$ cat src/design/packed_hermitian_block_matvec_unit_assert.svh
// Assertion macros shared by the block. Each macro expects clk and rst_n in scope.
`ifndef PACKED_HERMITIAN_BLOCK_MATVEC_UNIT_ASSERT_SVH
`define PACKED_HERMITIAN_BLOCK_MATVEC_UNIT_ASSERT_SVH

// The consequent must hold in the same cycle as the antecedent.
`define PHBM_ASSERT_SAME(label, ante, cons, msg) \
    label: assert property (@(posedge clk) disable iff (!rst_n) (ante) |-> (cons)) \
        else $error(msg);

// The consequent must hold in the cycle after the antecedent.
`define PHBM_ASSERT_NEXT(label, ante, cons, msg) \
    label: assert property (@(posedge clk) disable iff (!rst_n) (ante) |=> (cons)) \
        else $error(msg);

`endif

$ cat src/design/phbm_pkg.sv
package phbm_pkg;

    localparam int BLOCK_DIM   = 6;
    localparam int FRAC_BITS   = 24;
    localparam int LOWER_COUNT = BLOCK_DIM * (BLOCK_DIM - 1) / 2;

    localparam int KIND_W = 2;
    localparam int IDX_W  = 4;
    localparam int DATA_W = 32;
    localparam int ROW_W  = 3;
    localparam int ACC_W  = 64;

    // Row index, loop index that can also hold BLOCK_DIM, and packed lower address.
    localparam int J_W  = (BLOCK_DIM > 1) ? $clog2(BLOCK_DIM) : 1;
    localparam int K_W  = $clog2(BLOCK_DIM + 1);
    localparam int L_AW = (LOWER_COUNT > 1) ? $clog2(LOWER_COUNT) : 1;

    localparam int PC_W = 4;

    localparam logic [KIND_W-1:0] KIND_DIAG = 2'd0;
    localparam logic [KIND_W-1:0] KIND_OFF  = 2'd1;
    localparam logic [KIND_W-1:0] KIND_VEC  = 2'd2;

    typedef enum logic [2:0] {
        MUL_NONE,
        MUL_XRE_D,
        MUL_XIM_D,
        MUL_M0X0,
        MUL_M1X1,
        MUL_M0X1,
        MUL_M1X0
    } mul_sel_t;

    typedef enum logic [2:0] {
        ACC_NONE,
        ACC_LOAD_RE,
        ACC_LOAD_IM,
        ACC_ADD_RE,
        ACC_ADD_IM,
        ACC_LOWER_SUB_RE,
        ACC_UPPER_SUB_IM
    } acc_op_t;

    typedef enum logic [1:0] {
        CNT_HOLD,
        CNT_CLEAR,
        CNT_INC
    } cnt_op_t;

    typedef enum logic [2:0] {
        COND_NEXT,
        COND_ALWAYS,
        COND_NO_START,
        COND_K_DONE,
        COND_K_EQ_J,
        COND_OUT_BUSY,
        COND_MORE_ROWS
    } cond_t;

    // Program step addresses.
    localparam logic [PC_W-1:0] STEP_IDLE       = 4'd0;
    localparam logic [PC_W-1:0] STEP_RD_DIAG    = 4'd1;
    localparam logic [PC_W-1:0] STEP_MUL_DRE    = 4'd2;
    localparam logic [PC_W-1:0] STEP_MUL_DIM    = 4'd3;
    localparam logic [PC_W-1:0] STEP_ACC_DIM    = 4'd4;
    localparam logic [PC_W-1:0] STEP_KTEST_END  = 4'd5;
    localparam logic [PC_W-1:0] STEP_KTEST_DIAG = 4'd6;
    localparam logic [PC_W-1:0] STEP_RD_OFF     = 4'd7;
    localparam logic [PC_W-1:0] STEP_M0X0       = 4'd8;
    localparam logic [PC_W-1:0] STEP_M1X1       = 4'd9;
    localparam logic [PC_W-1:0] STEP_M0X1       = 4'd10;
    localparam logic [PC_W-1:0] STEP_M1X0       = 4'd11;
    localparam logic [PC_W-1:0] STEP_ACC_LAST   = 4'd12;
    localparam logic [PC_W-1:0] STEP_KINC       = 4'd13;
    localparam logic [PC_W-1:0] STEP_OUT        = 4'd14;
    localparam logic [PC_W-1:0] STEP_ROW_NEXT   = 4'd15;

    typedef struct packed {
        logic            rd_diag;
        logic            rd_off;
        mul_sel_t        mul_sel;
        acc_op_t         acc_op;
        cnt_op_t         k_op;
        cnt_op_t         j_op;
        logic            emit;
        cond_t           cond;
        logic [PC_W-1:0] target;
    } ucode_t;

    localparam ucode_t UC_NOP = '{
        rd_diag: 1'b0,
        rd_off:  1'b0,
        mul_sel: MUL_NONE,
        acc_op:  ACC_NONE,
        k_op:    CNT_HOLD,
        j_op:    CNT_HOLD,
        emit:    1'b0,
        cond:    COND_NEXT,
        target:  STEP_IDLE
    };

    // Datapath controls issued by the sequencer.
    typedef struct packed {
        logic            rd_diag;
        logic            rd_off;
        mul_sel_t        mul_sel;
        acc_op_t         acc_op;
        logic            upper;
        logic [J_W-1:0]  diag_addr;
        logic [J_W-1:0]  vec_addr;
        logic [L_AW-1:0] lower_addr;
    } ctrl_t;

    // Store writes from the input channel.
    typedef struct packed {
        logic              diag_we;
        logic              lower_we;
        logic              vec_we;
        logic [J_W-1:0]    short_addr;
        logic [L_AW-1:0]   lower_addr;
        logic [DATA_W-1:0] re;
        logic [DATA_W-1:0] im;
    } load_t;

    // Start position of row n in the packed lower triangle: n*(n-1)/2.
    function automatic logic [L_AW-1:0] tri_base(input logic [K_W-1:0] n);
        logic [2*K_W-1:0] p;
        p = n * (n - K_W'(1));
        return L_AW'(p >> 1);
    endfunction

endpackage

$ cat src/design/phbm_ucode_rom.sv
module phbm_ucode_rom (
    input  logic [phbm_pkg::PC_W-1:0] pc,
    output phbm_pkg::ucode_t          uc
);

    always_comb
    begin
        uc = phbm_pkg::UC_NOP;
        unique case (pc)
            phbm_pkg::STEP_IDLE:
            begin
                uc.j_op   = phbm_pkg::CNT_CLEAR;
                uc.cond   = phbm_pkg::COND_NO_START;
                uc.target = phbm_pkg::STEP_IDLE;
            end
            phbm_pkg::STEP_RD_DIAG:
            begin
                uc.rd_diag = 1'b1;
                uc.k_op    = phbm_pkg::CNT_CLEAR;
            end
            phbm_pkg::STEP_MUL_DRE:
            begin
                uc.mul_sel = phbm_pkg::MUL_XRE_D;
            end
            phbm_pkg::STEP_MUL_DIM:
            begin
                uc.mul_sel = phbm_pkg::MUL_XIM_D;
                uc.acc_op  = phbm_pkg::ACC_LOAD_RE;
            end
            phbm_pkg::STEP_ACC_DIM:
            begin
                uc.acc_op = phbm_pkg::ACC_LOAD_IM;
            end
            phbm_pkg::STEP_KTEST_END:
            begin
                uc.cond   = phbm_pkg::COND_K_DONE;
                uc.target = phbm_pkg::STEP_OUT;
            end
            phbm_pkg::STEP_KTEST_DIAG:
            begin
                uc.cond   = phbm_pkg::COND_K_EQ_J;
                uc.target = phbm_pkg::STEP_KINC;
            end
            phbm_pkg::STEP_RD_OFF:
            begin
                uc.rd_off = 1'b1;
            end
            phbm_pkg::STEP_M0X0:
            begin
                uc.mul_sel = phbm_pkg::MUL_M0X0;
            end
            phbm_pkg::STEP_M1X1:
            begin
                uc.mul_sel = phbm_pkg::MUL_M1X1;
                uc.acc_op  = phbm_pkg::ACC_ADD_RE;
            end
            phbm_pkg::STEP_M0X1:
            begin
                uc.mul_sel = phbm_pkg::MUL_M0X1;
                uc.acc_op  = phbm_pkg::ACC_LOWER_SUB_RE;
            end
            phbm_pkg::STEP_M1X0:
            begin
                uc.mul_sel = phbm_pkg::MUL_M1X0;
                uc.acc_op  = phbm_pkg::ACC_ADD_IM;
            end
            phbm_pkg::STEP_ACC_LAST:
            begin
                uc.acc_op = phbm_pkg::ACC_UPPER_SUB_IM;
                uc.k_op   = phbm_pkg::CNT_INC;
                uc.cond   = phbm_pkg::COND_ALWAYS;
                uc.target = phbm_pkg::STEP_KTEST_END;
            end
            phbm_pkg::STEP_KINC:
            begin
                uc.k_op   = phbm_pkg::CNT_INC;
                uc.cond   = phbm_pkg::COND_ALWAYS;
                uc.target = phbm_pkg::STEP_KTEST_END;
            end
            phbm_pkg::STEP_OUT:
            begin
                uc.emit   = 1'b1;
                uc.cond   = phbm_pkg::COND_OUT_BUSY;
                uc.target = phbm_pkg::STEP_OUT;
            end
            phbm_pkg::STEP_ROW_NEXT:
            begin
                // Falling through wraps the step counter back to idle.
                uc.j_op   = phbm_pkg::CNT_INC;
                uc.cond   = phbm_pkg::COND_MORE_ROWS;
                uc.target = phbm_pkg::STEP_RD_DIAG;
            end
            default:
            begin
                uc = phbm_pkg::UC_NOP;
            end
        endcase
    end

endmodule

$ cat src/design/phbm_sequencer.sv
module phbm_sequencer (
    input  logic                     clk,
    input  logic                     rst_n,
    input  logic                     start,
    input  logic                     out_busy,
    output phbm_pkg::ctrl_t          ctrl,
    output logic                     emit,
    output logic                     idle,
    output logic [phbm_pkg::J_W-1:0] row_idx,
    output logic                     last_row
);

    logic [phbm_pkg::PC_W-1:0] pc_reg;
    logic [phbm_pkg::PC_W-1:0] pc_next;
    logic [phbm_pkg::J_W-1:0]  j_reg;
    logic [phbm_pkg::J_W-1:0]  j_next;
    logic [phbm_pkg::K_W-1:0]  k_reg;
    logic [phbm_pkg::K_W-1:0]  k_next;
    phbm_pkg::ucode_t          uc;
    logic                      taken;
    logic                      upper;

    phbm_ucode_rom u_rom (
        .pc (pc_reg),
        .uc (uc)
    );

    assign upper = k_reg > phbm_pkg::K_W'(j_reg);

    always_comb
    begin
        unique case (uc.cond)
            phbm_pkg::COND_NEXT:      taken = 1'b0;
            phbm_pkg::COND_ALWAYS:    taken = 1'b1;
            phbm_pkg::COND_NO_START:  taken = !start;
            phbm_pkg::COND_K_DONE:    taken = k_reg == phbm_pkg::K_W'(phbm_pkg::BLOCK_DIM);
            phbm_pkg::COND_K_EQ_J:    taken = k_reg == phbm_pkg::K_W'(j_reg);
            phbm_pkg::COND_OUT_BUSY:  taken = out_busy;
            phbm_pkg::COND_MORE_ROWS:
                taken = j_reg != phbm_pkg::J_W'(phbm_pkg::BLOCK_DIM - 1);
            default:                  taken = 1'b0;
        endcase
        pc_next = taken ? uc.target : pc_reg + phbm_pkg::PC_W'(1);

        unique case (uc.k_op)
            phbm_pkg::CNT_CLEAR: k_next = '0;
            phbm_pkg::CNT_INC:   k_next = k_reg + phbm_pkg::K_W'(1);
            default:             k_next = k_reg;
        endcase
        unique case (uc.j_op)
            phbm_pkg::CNT_CLEAR: j_next = '0;
            phbm_pkg::CNT_INC:   j_next = j_reg + phbm_pkg::J_W'(1);
            default:             j_next = j_reg;
        endcase
    end

    always_ff @(posedge clk or negedge rst_n)
    begin
        if (!rst_n)
        begin
            pc_reg <= phbm_pkg::STEP_IDLE;
            j_reg  <= '0;
            k_reg  <= '0;
        end
        else
        begin
            pc_reg <= pc_next;
            j_reg  <= j_next;
            k_reg  <= k_next;
        end
    end

    always_comb
    begin
        ctrl.rd_diag   = uc.rd_diag;
        ctrl.rd_off    = uc.rd_off;
        ctrl.mul_sel   = uc.mul_sel;
        ctrl.acc_op    = uc.acc_op;
        ctrl.upper     = upper;
        ctrl.diag_addr = j_reg;
        ctrl.vec_addr  = uc.rd_diag ? j_reg : phbm_pkg::J_W'(k_reg);
        ctrl.lower_addr = upper
            ? phbm_pkg::tri_base(k_reg) + phbm_pkg::L_AW'(j_reg)
            : phbm_pkg::tri_base(phbm_pkg::K_W'(j_reg)) + phbm_pkg::L_AW'(k_reg);
    end

    assign emit     = uc.emit && !out_busy;
    assign idle     = pc_reg == phbm_pkg::STEP_IDLE;
    assign row_idx  = j_reg;
    assign last_row = j_reg == phbm_pkg::J_W'(phbm_pkg::BLOCK_DIM - 1);

endmodule

$ cat config.mk
export PLATFORM = sky130hd
export DESIGN_NAME = phbm_sequencer
export DESIGN_NICKNAME = d
export VERILOG_FILES = /design/src/design/packed_hermitian_block_matvec_unit_assert.svh /design/src/design/phbm_pkg.sv /design/src/design/phbm_ucode_rom.sv /design/src/design/phbm_sequencer.sv
export SDC_FILE = /design/constraint.sdc
export NUM_CORES = 1
export LEC_CHECK = 0
export BUFFER_PORTS_ARGS = -buffer_cell sky130_fd_sc_hd__clkbuf_2
export CAP_MARGIN = 30
export CORE_ASPECT_RATIO = 0.8
export CORE_MARGIN = 1.5
export CORE_UTILIZATION = 55
export CTS_CLUSTER_SIZE = 28
export DETAILED_ROUTE_END_ITERATION = 12
export GPL_ROUTABILITY_DRIVEN = 0
export PLACE_DENSITY = 0.82
export SYNTH_ARGS = -nofsm -noshare
export SYNTH_HDL_FRONTEND = slang
export SYNTH_SLANG_ARGS = --single-unit
$ cat constraint.sdc
create_clock -name clk -period 8.95 [get_ports clk]
set_input_delay 1.3425 -clock clk [delete_from_list [all_inputs] [get_ports clk]]
set_output_delay 1.3425 -clock clk [all_outputs]
set_load 0.01 [all_outputs]
Yosys cells after proc, flatten, opt, wreduce, memory -nomap -nowiden
Index checks and enable logic that the tools add are counted.
- flip-flop bits (word level): 10
- input bits: 4
- mux-type cells: 14
- $lt $le $gt $ge: 1
- $mul: 2
- reduce and logical (&&, ||, !) cells: 7
- add/sub/neg operators: 7
- eq/ne operators: 29
- operator list (cell ; count):
    case mux 7 bit (6 select lines) ; 1
    case mux 3 bit (6 select lines) ; 2
    == test 4 bit (second input constant) ; 8
    == test 4 x 3 -> 1 bit (second input constant) ; 4
    == test 3 bit (second input constant) ; 5
    case mux 3 bit (2 select lines) ; 2
    multiplier 4 x 4 -> 5 bit ; 2
    adder 4 x 3 -> 4 bit ; 2
    == test 4 x 2 -> 1 bit (second input constant) ; 2
    2-to-1 mux 4 bit ; 2
    case mux 2 bit (2 select lines) ; 2
    subtractor 3 x 1 -> 4 bit (second input constant) ; 2
    adder 3 x 1 -> 3 bit (second input constant) ; 2
    == test 3 x 2 -> 1 bit (second input constant) ; 2
    case mux 1 bit (6 select lines) ; 1
    adder 4 x 1 -> 4 bit (second input constant) ; 1
    == test 2 x 1 -> 1 bit (second input constant) ; 2
    == test 2 bit (second input constant) ; 2
    == test 4 x 1 -> 1 bit (second input constant) ; 1
    zero test 4 bit ; 1
    nonzero test 2 bit ; 2
    == test 3 x 1 -> 1 bit (second input constant) ; 1
    == test 3 bit ; 1
    > comparator 3 bit ; 1
    other kinds (6) ; 9

Longest topological paths before layout
Gate-level depths: netlist (run 1).
- word-level depth: 6
- depth in mapped cells: 14

Cells and area by module
From an unflattened synthesis (run 1), not the netlist that was laid out.
- cells, all modules: 198
- area, all modules: 1690.4 um2
- by module, submodules not included (module ; cells an instance ; sequential area each (um2) ; times used ; area an instance (um2)):
    phbm_sequencer ; 154 ; 250.2 ; 1 ; 1411.4
    phbm_ucode_rom ; 44 ; 0.0 ; 1 ; 279.0

Worst setup path before layout (run 1)
OpenSTA, ideal clock, no wires.
- path type: flip-flop to output port
- from: register j_reg, in the netlist row_idx[1]
- to: output ctrl[3] in the netlist's numbering
- path slack: 4415 ps
- arrival time: 3193 ps
- cell stages (with the launch flop): 15
- required time: 7607 ps
- path through: dfrtp_1 inv_1 ha_1 inv_1 ha_1 nor2_1 ha_1 ha_1 ha_1 ha_1 ha_1 a21oi_1 xnor3_1 xnor2_1 mux2i_1
- RTL lines (item ; line ; source):
    start, declared ; phbm_sequencer.sv:15 ; logic [phbm_pkg::J_W-1:0] j_reg;
    start signal, assigned ; phbm_sequencer.sv:68 ; j_reg <= j_next;
    end, declared ; phbm_sequencer.sv:6 ; output phbm_pkg::ctrl_t ctrl,

==> results of run 1 <==
==> power breakdown <==
| group | switching, mW | internal [mW] |
|---|---|---|
| Combinational | 0.308 | 0.282 |
| Sequential | 0.0545 | 0.0637 |
| Clock | 0.0206 | 0.0389 |
==> worst max-delay path by stage <==
stage                      startpoint       to  slack, ns  cells past startpoint
6_report       row_idx[1]$_DFFE_PN0P_  ctrl[3]       3.73                     15
5_1_grt        row_idx[1]$_DFFE_PN0P_  ctrl[3]       3.42                     15
4_1_cts        row_idx[1]$_DFFE_PN0P_  ctrl[3]       3.71                     15
3_5_place_dp   row_idx[1]$_DFFE_PN0P_  ctrl[3]       3.98                     15
3_3_place_gp   row_idx[1]$_DFFE_PN0P_  ctrl[3]       4.15                     15
2_1_floorplan  row_idx[1]$_DFFE_PN0P_  ctrl[3]       4.41                     14
==> cells in the mapped netlist (all sizes together) (4+ instances only) <==
cell type	n	area (um2)
buf	11	71.3
nor3	4	20.0
dfrtp	10	250
mux2i	5	50.1
xnor2	10	87.6
nor2b	5	31.3
fa	4	80.1
nand2b	5	31.3
a21o	4	30.0
nand2	17	63.8
nand3	6	30.0
a21oi	10	50.1
o21ai	14	73.8
nor2	12	45.0
ha	37	463
inv	16	60.1
mux2	4	45.0
==> layout make-up <==
| type | instances | area, um2 | share of cell area |
|---|---|---|---|
| Multi-Input combinational cell | 159 | 1320 | 0.704 |
| Sequential cell | 10 | 250 | 0.134 |
| Timing Repair Buffer | 28 | 140 | 0.0750 |
| Tap cell | 38 | 47.5 | 0.0254 |
| Inverter | 16 | 60.1 | 0.0321 |
| Clock buffer | 4 | 55.1 | 0.0295 |
==> routing by layer <==
metal	up-vias	wire [um]
met4	0	29
met1	614	1670
met3	4	206
met2	45	1420
li1	712	-
met5	-	0
==> cells by family after synthesis <==
group | after synthesis
AO/OA/AOI/OAI | 40
flip-flops | 10
XOR/XNOR | 14
adder cells (fa/ha/maj) | 41
AND/OR/NAND/NOR | 55
buffers and inverters | 28
multiplexers | 9
==> through the flow <==
stage	hold slack, ns	cells	utilization	setup slack (ns)	total power [mW]
2_1_floorplan	0.504	197	-	4.41	0.564
3_3_place_gp	0.535	251	0.637	4.15	0.684
3_5_place_dp	0.548	251	0.637	3.98	0.706
4_1_cts	0.555	255	0.656	3.71	0.769
5_1_grt	0.582	255	0.656	3.42	0.847
6_report	0.551	255	0.656	3.73	0.767
==> worst max-delay path: stages (launching register included) <==
cell and delay (ns):
sky130_fd_sc_hd__dfrtp_1 0.63, sky130_fd_sc_hd__inv_1 0.19, sky130_fd_sc_hd__ha_1 0.22, sky130_fd_sc_hd__inv_1 0.05
sky130_fd_sc_hd__ha_1 0.21, sky130_fd_sc_hd__nor2_1 0.10, sky130_fd_sc_hd__ha_1 0.25, sky130_fd_sc_hd__ha_1 0.28
sky130_fd_sc_hd__ha_1 0.33, sky130_fd_sc_hd__ha_1 0.29, sky130_fd_sc_hd__a21o_1 0.16, sky130_fd_sc_hd__a21oi_1 0.18
sky130_fd_sc_hd__xnor3_1 0.25, sky130_fd_sc_hd__xnor2_1 0.23, sky130_fd_sc_hd__mux2i_1 0.13, sky130_fd_sc_hd__clkbuf_2 0.14
==> out/qor.json, run 1 <==
{
  "outcome": {
    "run_status": "finished, final reports clean"
  },
  "grt": {
    "groute.layer.met2.usage": 0.337,
    "antenna_violations_before_repair": 0,
    "grt.busiest_layer": "met2",
    "track_usage": 0.218,
    "globalRouteOverflowTotal": 0,
    "number_of_global_route_vias_before_repair": 1242,
    "grt_first_pass_wirelength_um": 5720,
    "gr-usage-met1": 0.302,
    "met3_usage": 0.0624,
    "grt_max_degree": 21
  },
  "yosys": {
    "synth_compound_area_frac": 0.150,
    "synth_nets": 242,
    "synthesized_area_fraction_occupied_by_and_or_nand_nor_cells": 0.160,
    "syn_area_per_cell_um2": 8.64,
    "postSynthCellCount": 197,
    "synth_sequential_area_ratio": 0.147,
    "synth-async-reset-ratio": 1.00,
    "synth_edf_count": 0,
    "synth_top_family_by_area": "adder cells",
    "synth_ff_type": "sky130_fd_sc_hd__dfrtp_1",
    "synth_mux_area_frac": 0.0559,
    "synth-warning-count": 0,
    "post_synth_fa_ha_maj_area_fraction": 0.319,
    "synth.ff_latch_count": 10,
    "post_synth_instance_area_um2": 1700,
    "number_of_distinct_standard_cells_referenced_by_the_synthesized_netlist": 40,
    "xor_and_xnor_area_share_after_synthesis": 0.0890
  },
  "floorplanning": {
    "design.core.area_um2": 2850,
    "num_io_pins": 29,
    "floorplan.die_area_um2": 3440,
    "die_height_um": 52.8,
    "start_util": 0.597,
    "die_x_um": 65.2,
    "placement_rows": 17
  },
  "timing": {
    "final-setup-viol-count": 0,
    "finalHoldViolations": 0,
    "min_period_ns": 5.22,
    "clock-skew-final_ns": 0.00268,
    "slew_viol_final": 0,
    "worst_pin_slew_ns": 0.609,
    "maxSlewHeadroom": 0.594,
    "min_period_over_period": 0.583,
    "unrepaired_setup_endpoints_after_global_routing": "false",
    "tns_ns": 0,
    "timing.fmax_mhz": 192
  },
  "setup_path": {
    "rr_worst_depth": 7,
    "critPathCaptureType": "output pin",
    "worst-path-max-fanout": 12,
    "worst_r2r_endpoint": "pc_reg[1]$_DFF_PN0_",
    "worstPathArrival_ns": 3.88,
    "criticalPathCategory": "reg -> out",
    "required_ns": 7.61,
    "reg2reg_from": "pc_reg[0]$_DFF_PN0_",
    "worst_setup_path_start_kind": "flop",
    "ff2ff_setup_slack_ns": 6.61
  },
  "place": {
    "detailedPlacementHpwl_um": 2620,
    "portBuffers": 28,
    "postPlaceCellArea_um2": 1810
  },
  "final_layout": {
    "layout.filler_cells": 247,
    "design_area_um2": 1870,
    "final_layout_size_suffix_gt1_frac": 0.184,
    "final_cell_mix": "sky130_fd_sc_hd__ha_1, sky130_fd_sc_hd__clkbuf_2, sky130_fd_sc_hd__nand2_1, sky130_fd_sc_hd__inv_1, sky130_fd_sc_hd__nor2_1",
    "mostFrequentLayoutCell": "sky130_fd_sc_hd__ha_1",
    "largest_register_ffs": 4,
    "fin_nets": 263,
    "num_antenna_cells": 0,
    "synthToLayoutAreaGrowth_pct": 9.85
  },
  "routing": {
    "drt-total-wl_um": 3320,
    "avgRoutedWirePerCell_um": 13.0,
    "detail_route.vias_per_cell": 5.39,
    "ant_nets": 0,
    "via_count": 1375,
    "drcViolationCount": 0,
    "violation_count_after_the_first_detailed_route_iteration": 93,
    "detailedRoute.firstPassIterationCount": 4
  },
  "clocking": {
    "cts-htree-levels": 1,
    "post_cts_resize_count": 0,
    "tritoncts.num_buffers": 3,
    "post_cts_repair_timing_setup_buffer_count": 0,
    "cts.path.max_buffers": 2,
    "clkSinkCount": 10,
    "ctsRootBufferMaster": "sky130_fd_sc_hd__clkbuf_8",
    "postCtsHoldBufs": 0,
    "clkTransAtPathRegs_ns": 0.05,
    "clock_latency_ns": 0.25,
    "cts_tree": "built"
  },
  "min_path": {
    "path_category_of_the_worst_min_delay_check": "reg -> reg",
    "min_delay_worst_endpoint": "pc_reg[0]$_DFF_PN0_",
    "worstHoldPathCells": 1,
    "holdCritStartpoint": "pc_reg[0]$_DFF_PN0_"
  },
  "power": {
    "leakage_nw": 1.03,
    "power_per_cell_area_nw_per_um2": 410,
    "irDropWorstVdd_v": 0.000222
  },
  "flow_run": {
    "max_cap_violations": 0
  }
}
(Power assumes the default switching activity.)
==> run 2, diff against run 1 <==
==> constraint.sdc (replaced) <==
create_clock -name clk -period 5.4 [get_ports clk]
set_input_delay 0.81 -clock clk [delete_from_list [all_inputs] [get_ports clk]]
set_output_delay 0.81 -clock clk [all_outputs]
set_load 0.01 [all_outputs]
==> run 2 against run 1 <==
Compared with the run above:
- final cell count unchanged
- non-clock buffer count is the same
- worst setup slack worse by 3.0 ns
- sequential power grew 67%
- combinational power increased by 68%
- hold slack lost 0.11 ns
- power is 67% higher
- flip-flop and latch count is the same
- routed wire length increased by 3.7%
- cell area unchanged
- largest cell class unchanged
==> out/qor.json, run 2 (synthesis results as in run 1) <==
{
  "outcome": {
    "run_status": "finished, final reports clean"
  },
  "routing": {
    "avgRoutedWirePerCell_um": 13.5,
    "detailedRoute.firstPassIterationCount": 4,
    "violation_count_after_the_first_detailed_route_iteration": 62,
    "drt-total-wl_um": 3440,
    "detail_route.vias_per_cell": 5.49,
    "drcViolationCount": 0,
    "via_count": 1399,
    "ant_nets": 0
  },
  "timing": {
    "clock-skew-final_ns": 0.00362,
    "unrepaired_setup_endpoints_after_global_routing": "false",
    "min_period_over_period": 0.869,
    "maxSlewHeadroom": 0.590,
    "final-setup-viol-count": 0,
    "timing.final.ws_setup_ns": 0.707,
    "min_period_ns": 4.69,
    "timing.fmax_mhz": 213,
    "worst_pin_slew_ns": 0.615,
    "finalHoldViolations": 0,
    "tns_ns": 0,
    "slew_viol_final": 0
  },
  "power": {
    "power_per_cell_area_nw_per_um2": 685,
    "leakage_nw": 1.03,
    "irDropWorstVdd_v": 0.000353,
    "power.total_mw": 1.28
  },
  "final_layout": {
    "layout.filler_cells": 250,
    "num_antenna_cells": 0,
    "final_layout_size_suffix_gt1_frac": 0.184,
    "design_area_um2": 1870,
    "fin_nets": 263,
    "mostFrequentLayoutCell": "sky130_fd_sc_hd__ha_1",
    "largest_register_ffs": 4,
    "synthToLayoutAreaGrowth_pct": 9.85,
    "final_cell_mix": "sky130_fd_sc_hd__ha_1, sky130_fd_sc_hd__clkbuf_2, sky130_fd_sc_hd__nand2_1, sky130_fd_sc_hd__inv_1, sky130_fd_sc_hd__nor2_1"
  },
  "grt": {
    "number_of_global_route_vias_before_repair": 1253,
    "grt_max_degree": 21,
    "grt_first_pass_wirelength_um": 5970,
    "globalRouteOverflowTotal": 0,
    "antenna_violations_before_repair": 0,
    "track_usage": 0.226
  },
  "clocking": {
    "cts_tree": "built",
    "post_cts_repair_timing_setup_buffer_count": 0,
    "clkTransAtPathRegs_ns": 0.05,
    "clkSinkCount": 10,
    "clock_latency_ns": 0.24,
    "ctsRootBufferMaster": "sky130_fd_sc_hd__clkbuf_8",
    "cts.path.max_buffers": 2,
    "post_cts_resize_count": 0,
    "postCtsHoldBufs": 0,
    "cts-htree-levels": 1,
    "tritoncts.num_buffers": 3
  },
  "setup_path": {
    "reg2reg_from": "pc_reg[0]$_DFF_PN0_",
    "startpoint": "row_idx[1]$_DFFE_PN0P_",
    "worst_setup_path_start_kind": "flop",
    "worst-path-max-fanout": 12,
    "critPathCaptureType": "output pin",
    "criticalPathCategory": "reg -> out",
    "rr_worst_depth": 7,
    "worst_r2r_endpoint": "pc_reg[1]$_DFF_PN0_",
    "ff2ff_setup_slack_ns": 3.05,
    "setup.worst_path.end": "ctrl[3]",
    "worstPathArrival_ns": 3.88,
    "required_ns": 4.59
  },
  "floorplanning": {
    "design.core.area_um2": 2850,
    "die_height_um": 52.8,
    "floorplan.die_area_um2": 3440,
    "die_x_um": 65.2,
    "placement_rows": 17,
    "num_io_pins": 29,
    "start_util": 0.597
  },
  "place": {
    "portBuffers": 28,
    "postPlaceCellArea_um2": 1810,
    "place_ws_ns": 0.946,
    "detailedPlacementHpwl_um": 2680
  },
  "min_path": {
    "path_category_of_the_worst_min_delay_check": "in -> async"
  },
  "flow_run": {
    "max_cap_violations": 0
  }
}
==> run 2: cell counts in the layout (fill, tap and decap cells not counted) <==
Identical to the previous run, type by type.
==> run 2: report_power, final <==
part / switching, mW / internal, mW
logic: 0.519 / 0.468
clock network: 0.0321 / 0.0643
registers: 0.0913 / 0.106
total: 0.642 / 0.638
==> run 2: worst min-delay path by stage <==
stage / slack (ns) / to / from
2_1_floorplan: 0.50 / pc_reg[0]$_DFF_PN0_ / pc_reg[0]$_DFF_PN0_
3_3_place_gp: 0.53 / pc_reg[0]$_DFF_PN0_ / pc_reg[0]$_DFF_PN0_
3_5_place_dp: 0.55 / pc_reg[0]$_DFF_PN0_ / pc_reg[0]$_DFF_PN0_
4_1_cts: 0.44 / pc_reg[3]$_DFF_PN0_ / rst_n
5_1_grt: 0.45 / pc_reg[3]$_DFF_PN0_ / rst_n
6_report: 0.44 / pc_reg[3]$_DFF_PN0_ / rst_n
==> run 2: final cells by class <==
| type | count | area [um2] | share of cell area |
|---|---|---|---|
| tap | 38 | 47.5 | 0.0254 |
| inverter | 16 | 60.1 | 0.0321 |
| clock buffer | 4 | 55.1 | 0.0295 |
| multi-input combinational | 159 | 1320 | 0.704 |
| timing repair buffer | 28 | 140 | 0.0750 |
| sequential | 10 | 250 | 0.134 |
==> run 2: metrics by stage <==
stage               instances  hold slack, ns   util
finish                    255           0.438  0.656
global route              255           0.450  0.656
CTS                       255           0.437  0.656
detailed placement        251           0.549  0.637
global placement          251           0.535  0.637
floorplan                 197           0.504      -
==> run 2: worst max-delay path, cell delays in order, from the launching register on <==
cell,delay (ns)
sky130_fd_sc_hd__dfrtp_1,0.62
sky130_fd_sc_hd__inv_1,0.19
sky130_fd_sc_hd__ha_1,0.22
sky130_fd_sc_hd__inv_1,0.05
sky130_fd_sc_hd__ha_1,0.21
sky130_fd_sc_hd__nor2_1,0.10
sky130_fd_sc_hd__ha_1,0.24
sky130_fd_sc_hd__ha_1,0.27
sky130_fd_sc_hd__ha_1,0.34
sky130_fd_sc_hd__ha_1,0.29
sky130_fd_sc_hd__a21o_1,0.16
sky130_fd_sc_hd__a21oi_1,0.18
sky130_fd_sc_hd__xnor3_1,0.25
sky130_fd_sc_hd__xnor2_1,0.16
sky130_fd_sc_hd__mux2i_1,0.19
sky130_fd_sc_hd__clkbuf_2,0.17
==> run 2: routing by layer <==
metal	vias up	routed length, um	GRT usage
met5	-	0	0
met4	0	33	0.0451
met3	6	183	0.0473
met2	44	1530	0.349
met1	633	1690	0.326
li1	716	-	-
==> run 3, diff against run 2 <==
--- a/config.mk
+++ b/config.mk
@@ -5,15 +5,16 @@
 export SDC_FILE = /design/constraint.sdc
 export NUM_CORES = 1
 export LEC_CHECK = 0
+export ABC_AREA = 1
 export BUFFER_PORTS_ARGS = -buffer_cell sky130_fd_sc_hd__clkbuf_2
 export CAP_MARGIN = 30
 export CORE_ASPECT_RATIO = 0.8
-export CORE_MARGIN = 1.5
+export CORE_MARGIN = 2
 export CORE_UTILIZATION = 55
 export CTS_CLUSTER_SIZE = 28
 export DETAILED_ROUTE_END_ITERATION = 12
 export GPL_ROUTABILITY_DRIVEN = 0
-export PLACE_DENSITY = 0.82
+export PLACE_DENSITY = 0.81
 export SYNTH_ARGS = -nofsm -noshare
 export SYNTH_HDL_FRONTEND = slang
 export SYNTH_SLANG_ARGS = --single-unit
==> constraint.sdc (replaced) <==
create_clock -name clk -period 5.4 [get_ports clk]
set_input_delay 1.08 -clock clk [delete_from_list [all_inputs] [get_ports clk]]
set_output_delay 1.08 -clock clk [all_outputs]
set_load 0.01 [all_outputs]
==> run 3 against run 2 <==
Compared with the run above:
- clock-buffer cell count stayed put
- sequential power is 32% lower
- final cell count is 38% higher
- via count is 28% higher
- hold slack better by 0.23 ns
- worst setup slack worse by 0.084 ns
- critical path depth is 5 higher
- cell area is 14% higher
- non-clock buffer count stayed put
- clock skew is 0.0014 ns lower
- register-to-register slack better by 0.28 ns
- power is 45% lower
- critical path type unchanged
- largest cell class unchanged
- highest routed layer unchanged
==> out/qor.json, run 3 <==
{
  "final_layout": {
    "largest_register_ffs": 4,
    "num_antenna_cells": 0,
    "final_layout_size_suffix_gt1_frac": 0.188,
    "seqCellArea_um2": 250,
    "fin_cells": 351,
    "area_of_the_multi_input_gates_um2": 1430,
    "final_cell_mix": "sky130_fd_sc_hd__nand2_1, sky130_fd_sc_hd__inv_1, sky130_fd_sc_hd__ha_1, sky130_fd_sc_hd__clkbuf_2, sky130_fd_sc_hd__nand3_1",
    "synthToLayoutAreaGrowth_pct": 9.62,
    "fin_nets": 355,
    "mostFrequentLayoutCell": "sky130_fd_sc_hd__nand2_1",
    "layout.filler_cells": 317,
    "post-route-util": 0.625
  },
  "min_path": {
    "holdCritStartpoint": "k_reg[0]$_DFFE_PN0P_",
    "min_delay_worst_endpoint": "k_reg[0]$_DFFE_PN0P_",
    "worstHoldPathCells": 2,
    "path_category_of_the_worst_min_delay_check": "reg -> reg"
  },
  "floorplanning": {
    "placement_rows": 19,
    "start_util": 0.570,
    "num_io_pins": 29,
    "die_x_um": 70.6,
    "floorplan.die_area_um2": 4040,
    "die_height_um": 57.3,
    "design.core.area_um2": 3420
  },
  "yosys": {
    "synth_commonest_cells": "sky130_fd_sc_hd__nand2_1, sky130_fd_sc_hd__inv_1, sky130_fd_sc_hd__ha_1",
    "post_synth_fa_ha_maj_area_fraction": 0.278,
    "synth-async-reset-ratio": 1.00,
    "synth.ff_latch_count": 10,
    "synthesized_area_fraction_occupied_by_and_or_nand_nor_cells": 0.374,
    "synth_sequential_area_ratio": 0.128,
    "post-synth-top-area-cell": "sky130_fd_sc_hd__ha_1",
    "synth_edf_count": 0,
    "synth_compound_area_frac": 0.0590,
    "yosysTopAreaCellShare": 0.237,
    "ys_top_cells_by_area": "sky130_fd_sc_hd__ha_1, sky130_fd_sc_hd__nand2_1, sky130_fd_sc_hd__dfrtp_1",
    "xor_and_xnor_area_share_after_synthesis": 0.0224,
    "synth_mux_area_frac": 0,
    "synth-warning-count": 0,
    "postSynthCellCount": 284,
    "synth_nets": 329,
    "synth_ff_type": "sky130_fd_sc_hd__dfrtp_1",
    "synthMostInstantiatedCell": "sky130_fd_sc_hd__nand2_1",
    "post_synth_instance_area_um2": 1950,
    "synth_top_family_by_area": "simple AND/OR/NAND/NOR gates",
    "number_of_distinct_standard_cells_referenced_by_the_synthesized_netlist": 29,
    "syn_area_per_cell_um2": 6.87
  },
  "setup_path": {
    "ff2ff_setup_slack_ns": 3.33,
    "worst_r2r_endpoint": "k_reg[0]$_DFFE_PN0P_",
    "reg2reg_from": "pc_reg[1]$_DFF_PN0_",
    "critPathCaptureType": "output pin",
    "worst-path-max-fanout": 8,
    "rr_worst_depth": 9,
    "worst_setup_path_start_kind": "flop",
    "worstPathArrival_ns": 3.70,
    "required_ns": 4.32,
    "criticalPathCategory": "reg -> out"
  },
  "clocking": {
    "postCtsHoldBufs": 0,
    "post_cts_repair_timing_setup_buffer_count": 0,
    "ctsRootBufferMaster": "sky130_fd_sc_hd__clkbuf_8",
    "cts.path.max_buffers": 2,
    "tritoncts.num_buffers": 3,
    "clkSinkCount": 10,
    "cts_tree": "built",
    "clock_latency_ns": 0.24,
    "post_cts_resize_count": 0,
    "clkTransAtPathRegs_ns": 0.05,
    "cts-htree-levels": 1
  },
  "timing": {
    "timing.fmax_mhz": 209,
    "final-setup-viol-count": 0,
    "finalHoldViolations": 0,
    "min_period_ns": 4.78,
    "slew_viol_final": 0,
    "clock-skew-final_ns": 0.00221,
    "worst_pin_slew_ns": 0.491,
    "worst_hold_slack_ns": 0.672,
    "tns_ns": 0,
    "maxSlewHeadroom": 0.672,
    "min_period_over_period": 0.885,
    "unrepaired_setup_endpoints_after_global_routing": "false"
  },
  "grt": {
    "track_usage": 0.222,
    "number_of_global_route_vias_before_repair": 1653,
    "grt_max_degree": 14,
    "antenna_violations_before_repair": 0,
    "globalRouteOverflowTotal": 0,
    "grt_first_pass_wirelength_um": 7250
  },
  "power": {
    "power_per_cell_area_nw_per_um2": 330,
    "leakage_nw": 1.38,
    "irDropWorstVdd_v": 0.000279
  },
  "place": {
    "detailedPlacementHpwl_um": 3420,
    "dp_cells": 347,
    "portBuffers": 28
  },
  "routing": {
    "via_count": 1793,
    "ant_nets": 0,
    "violation_count_after_the_first_detailed_route_iteration": 64,
    "detailedRoute.firstPassIterationCount": 4,
    "detail_route.vias_per_cell": 5.11,
    "avgRoutedWirePerCell_um": 11.7,
    "drt-total-wl_um": 4120,
    "drcViolationCount": 0
  },
  "flow_run": {
    "max_cap_violations": 0
  },
  "outcome": {
    "run_status": "finished, final reports clean"
  }
}
==> run 3: cell types whose count changed after synthesis, moves of 6 or more <==
cell and change:
sky130_fd_sc_hd__a21oi_1 -9, sky130_fd_sc_hd__buf_2 -6, sky130_fd_sc_hd__inv_1 +36, sky130_fd_sc_hd__nand2_1 +65, sky130_fd_sc_hd__nand3_1 +20, sky130_fd_sc_hd__nand4_1 +6, sky130_fd_sc_hd__xnor2_1 -9
==> run 3: worst max-delay path: stages, from the launching register on <==
cell	delay [ns]
sky130_fd_sc_hd__dfrtp_1	0.47
sky130_fd_sc_hd__inv_1	0.27
sky130_fd_sc_hd__ha_1	0.20
sky130_fd_sc_hd__inv_1	0.04
sky130_fd_sc_hd__ha_1	0.26
sky130_fd_sc_hd__nor2_1	0.12
sky130_fd_sc_hd__ha_1	0.24
sky130_fd_sc_hd__ha_1	0.27
sky130_fd_sc_hd__ha_1	0.20
sky130_fd_sc_hd__ha_1	0.27
sky130_fd_sc_hd__ha_1	0.32
sky130_fd_sc_hd__nand2_1	0.08
sky130_fd_sc_hd__nand2_1	0.04
sky130_fd_sc_hd__nor2_1	0.15
sky130_fd_sc_hd__nand3_1	0.09
sky130_fd_sc_hd__nand2_1	0.08
sky130_fd_sc_hd__inv_1	0.04
sky130_fd_sc_hd__nand2_1	0.05
sky130_fd_sc_hd__nand3_1	0.07
sky130_fd_sc_hd__nand2_1	0.07
sky130_fd_sc_hd__clkbuf_2	0.12
==> run 3: layout make-up <==
| cell class | instances | area share |
|---|---|---|
| repair buffers | 28 | 0.0655 |
| clock buffers | 4 | 0.0257 |
| inverters | 55 | 0.0977 |
| well taps | 42 | 0.0246 |
| multi-input cells | 212 | 0.670 |
| flip-flops and latches | 10 | 0.117 |
==> run 3: cells by family after synthesis <==
group	count (synthesis)
AOI/OAI and AO/OA	18
adders and majority gates	41
and+or+nand+nor	148
xor gates and xnor gates	5
buffers and inverters	62
DFF	10
==> run 3: metrics by stage <==
stage          setup slack [ns]  power (mW)  instance area, um2
2_1_floorplan              1.24       0.512                1950
4_1_cts                   0.614       0.707                2140
3_5_place_dp              0.866       0.607                2080
6_report                  0.623       0.705                2140
3_3_place_gp              0.949       0.598                2080
5_1_grt                   0.257       0.779                2140
==> run 3: worst max-delay path by stage <==
stage / startpoint / to / slack (ns)
after floorplan: k_reg[0]$_DFFE_PN0P_ / ctrl[3] / 1.24
after global placement: k_reg[0]$_DFFE_PN0P_ / ctrl[3] / 0.95
after detailed placement: k_reg[0]$_DFFE_PN0P_ / ctrl[3] / 0.87
after CTS: k_reg[0]$_DFFE_PN0P_ / ctrl[3] / 0.61
after global routing: k_reg[0]$_DFFE_PN0P_ / ctrl[3] / 0.26
final: k_reg[0]$_DFFE_PN0P_ / ctrl[3] / 0.62
==> run 3: metal layers <==
layer  GRT usage  vias up  share of wire
met5           0        -              0
met4      0.0270        0         0.0036
met3      0.0548        4          0.054
met2       0.361       41           0.46
met1       0.313      803           0.48
li1            -      945              -
==> run 3: power breakdown <==
part | switching, mW | total, mW | internal [mW]
clock | 0.0315 | 0.0958 | 0.0643
sequential | 0.0410 | 0.133 | 0.0923
combinational | 0.297 | 0.476 | 0.179
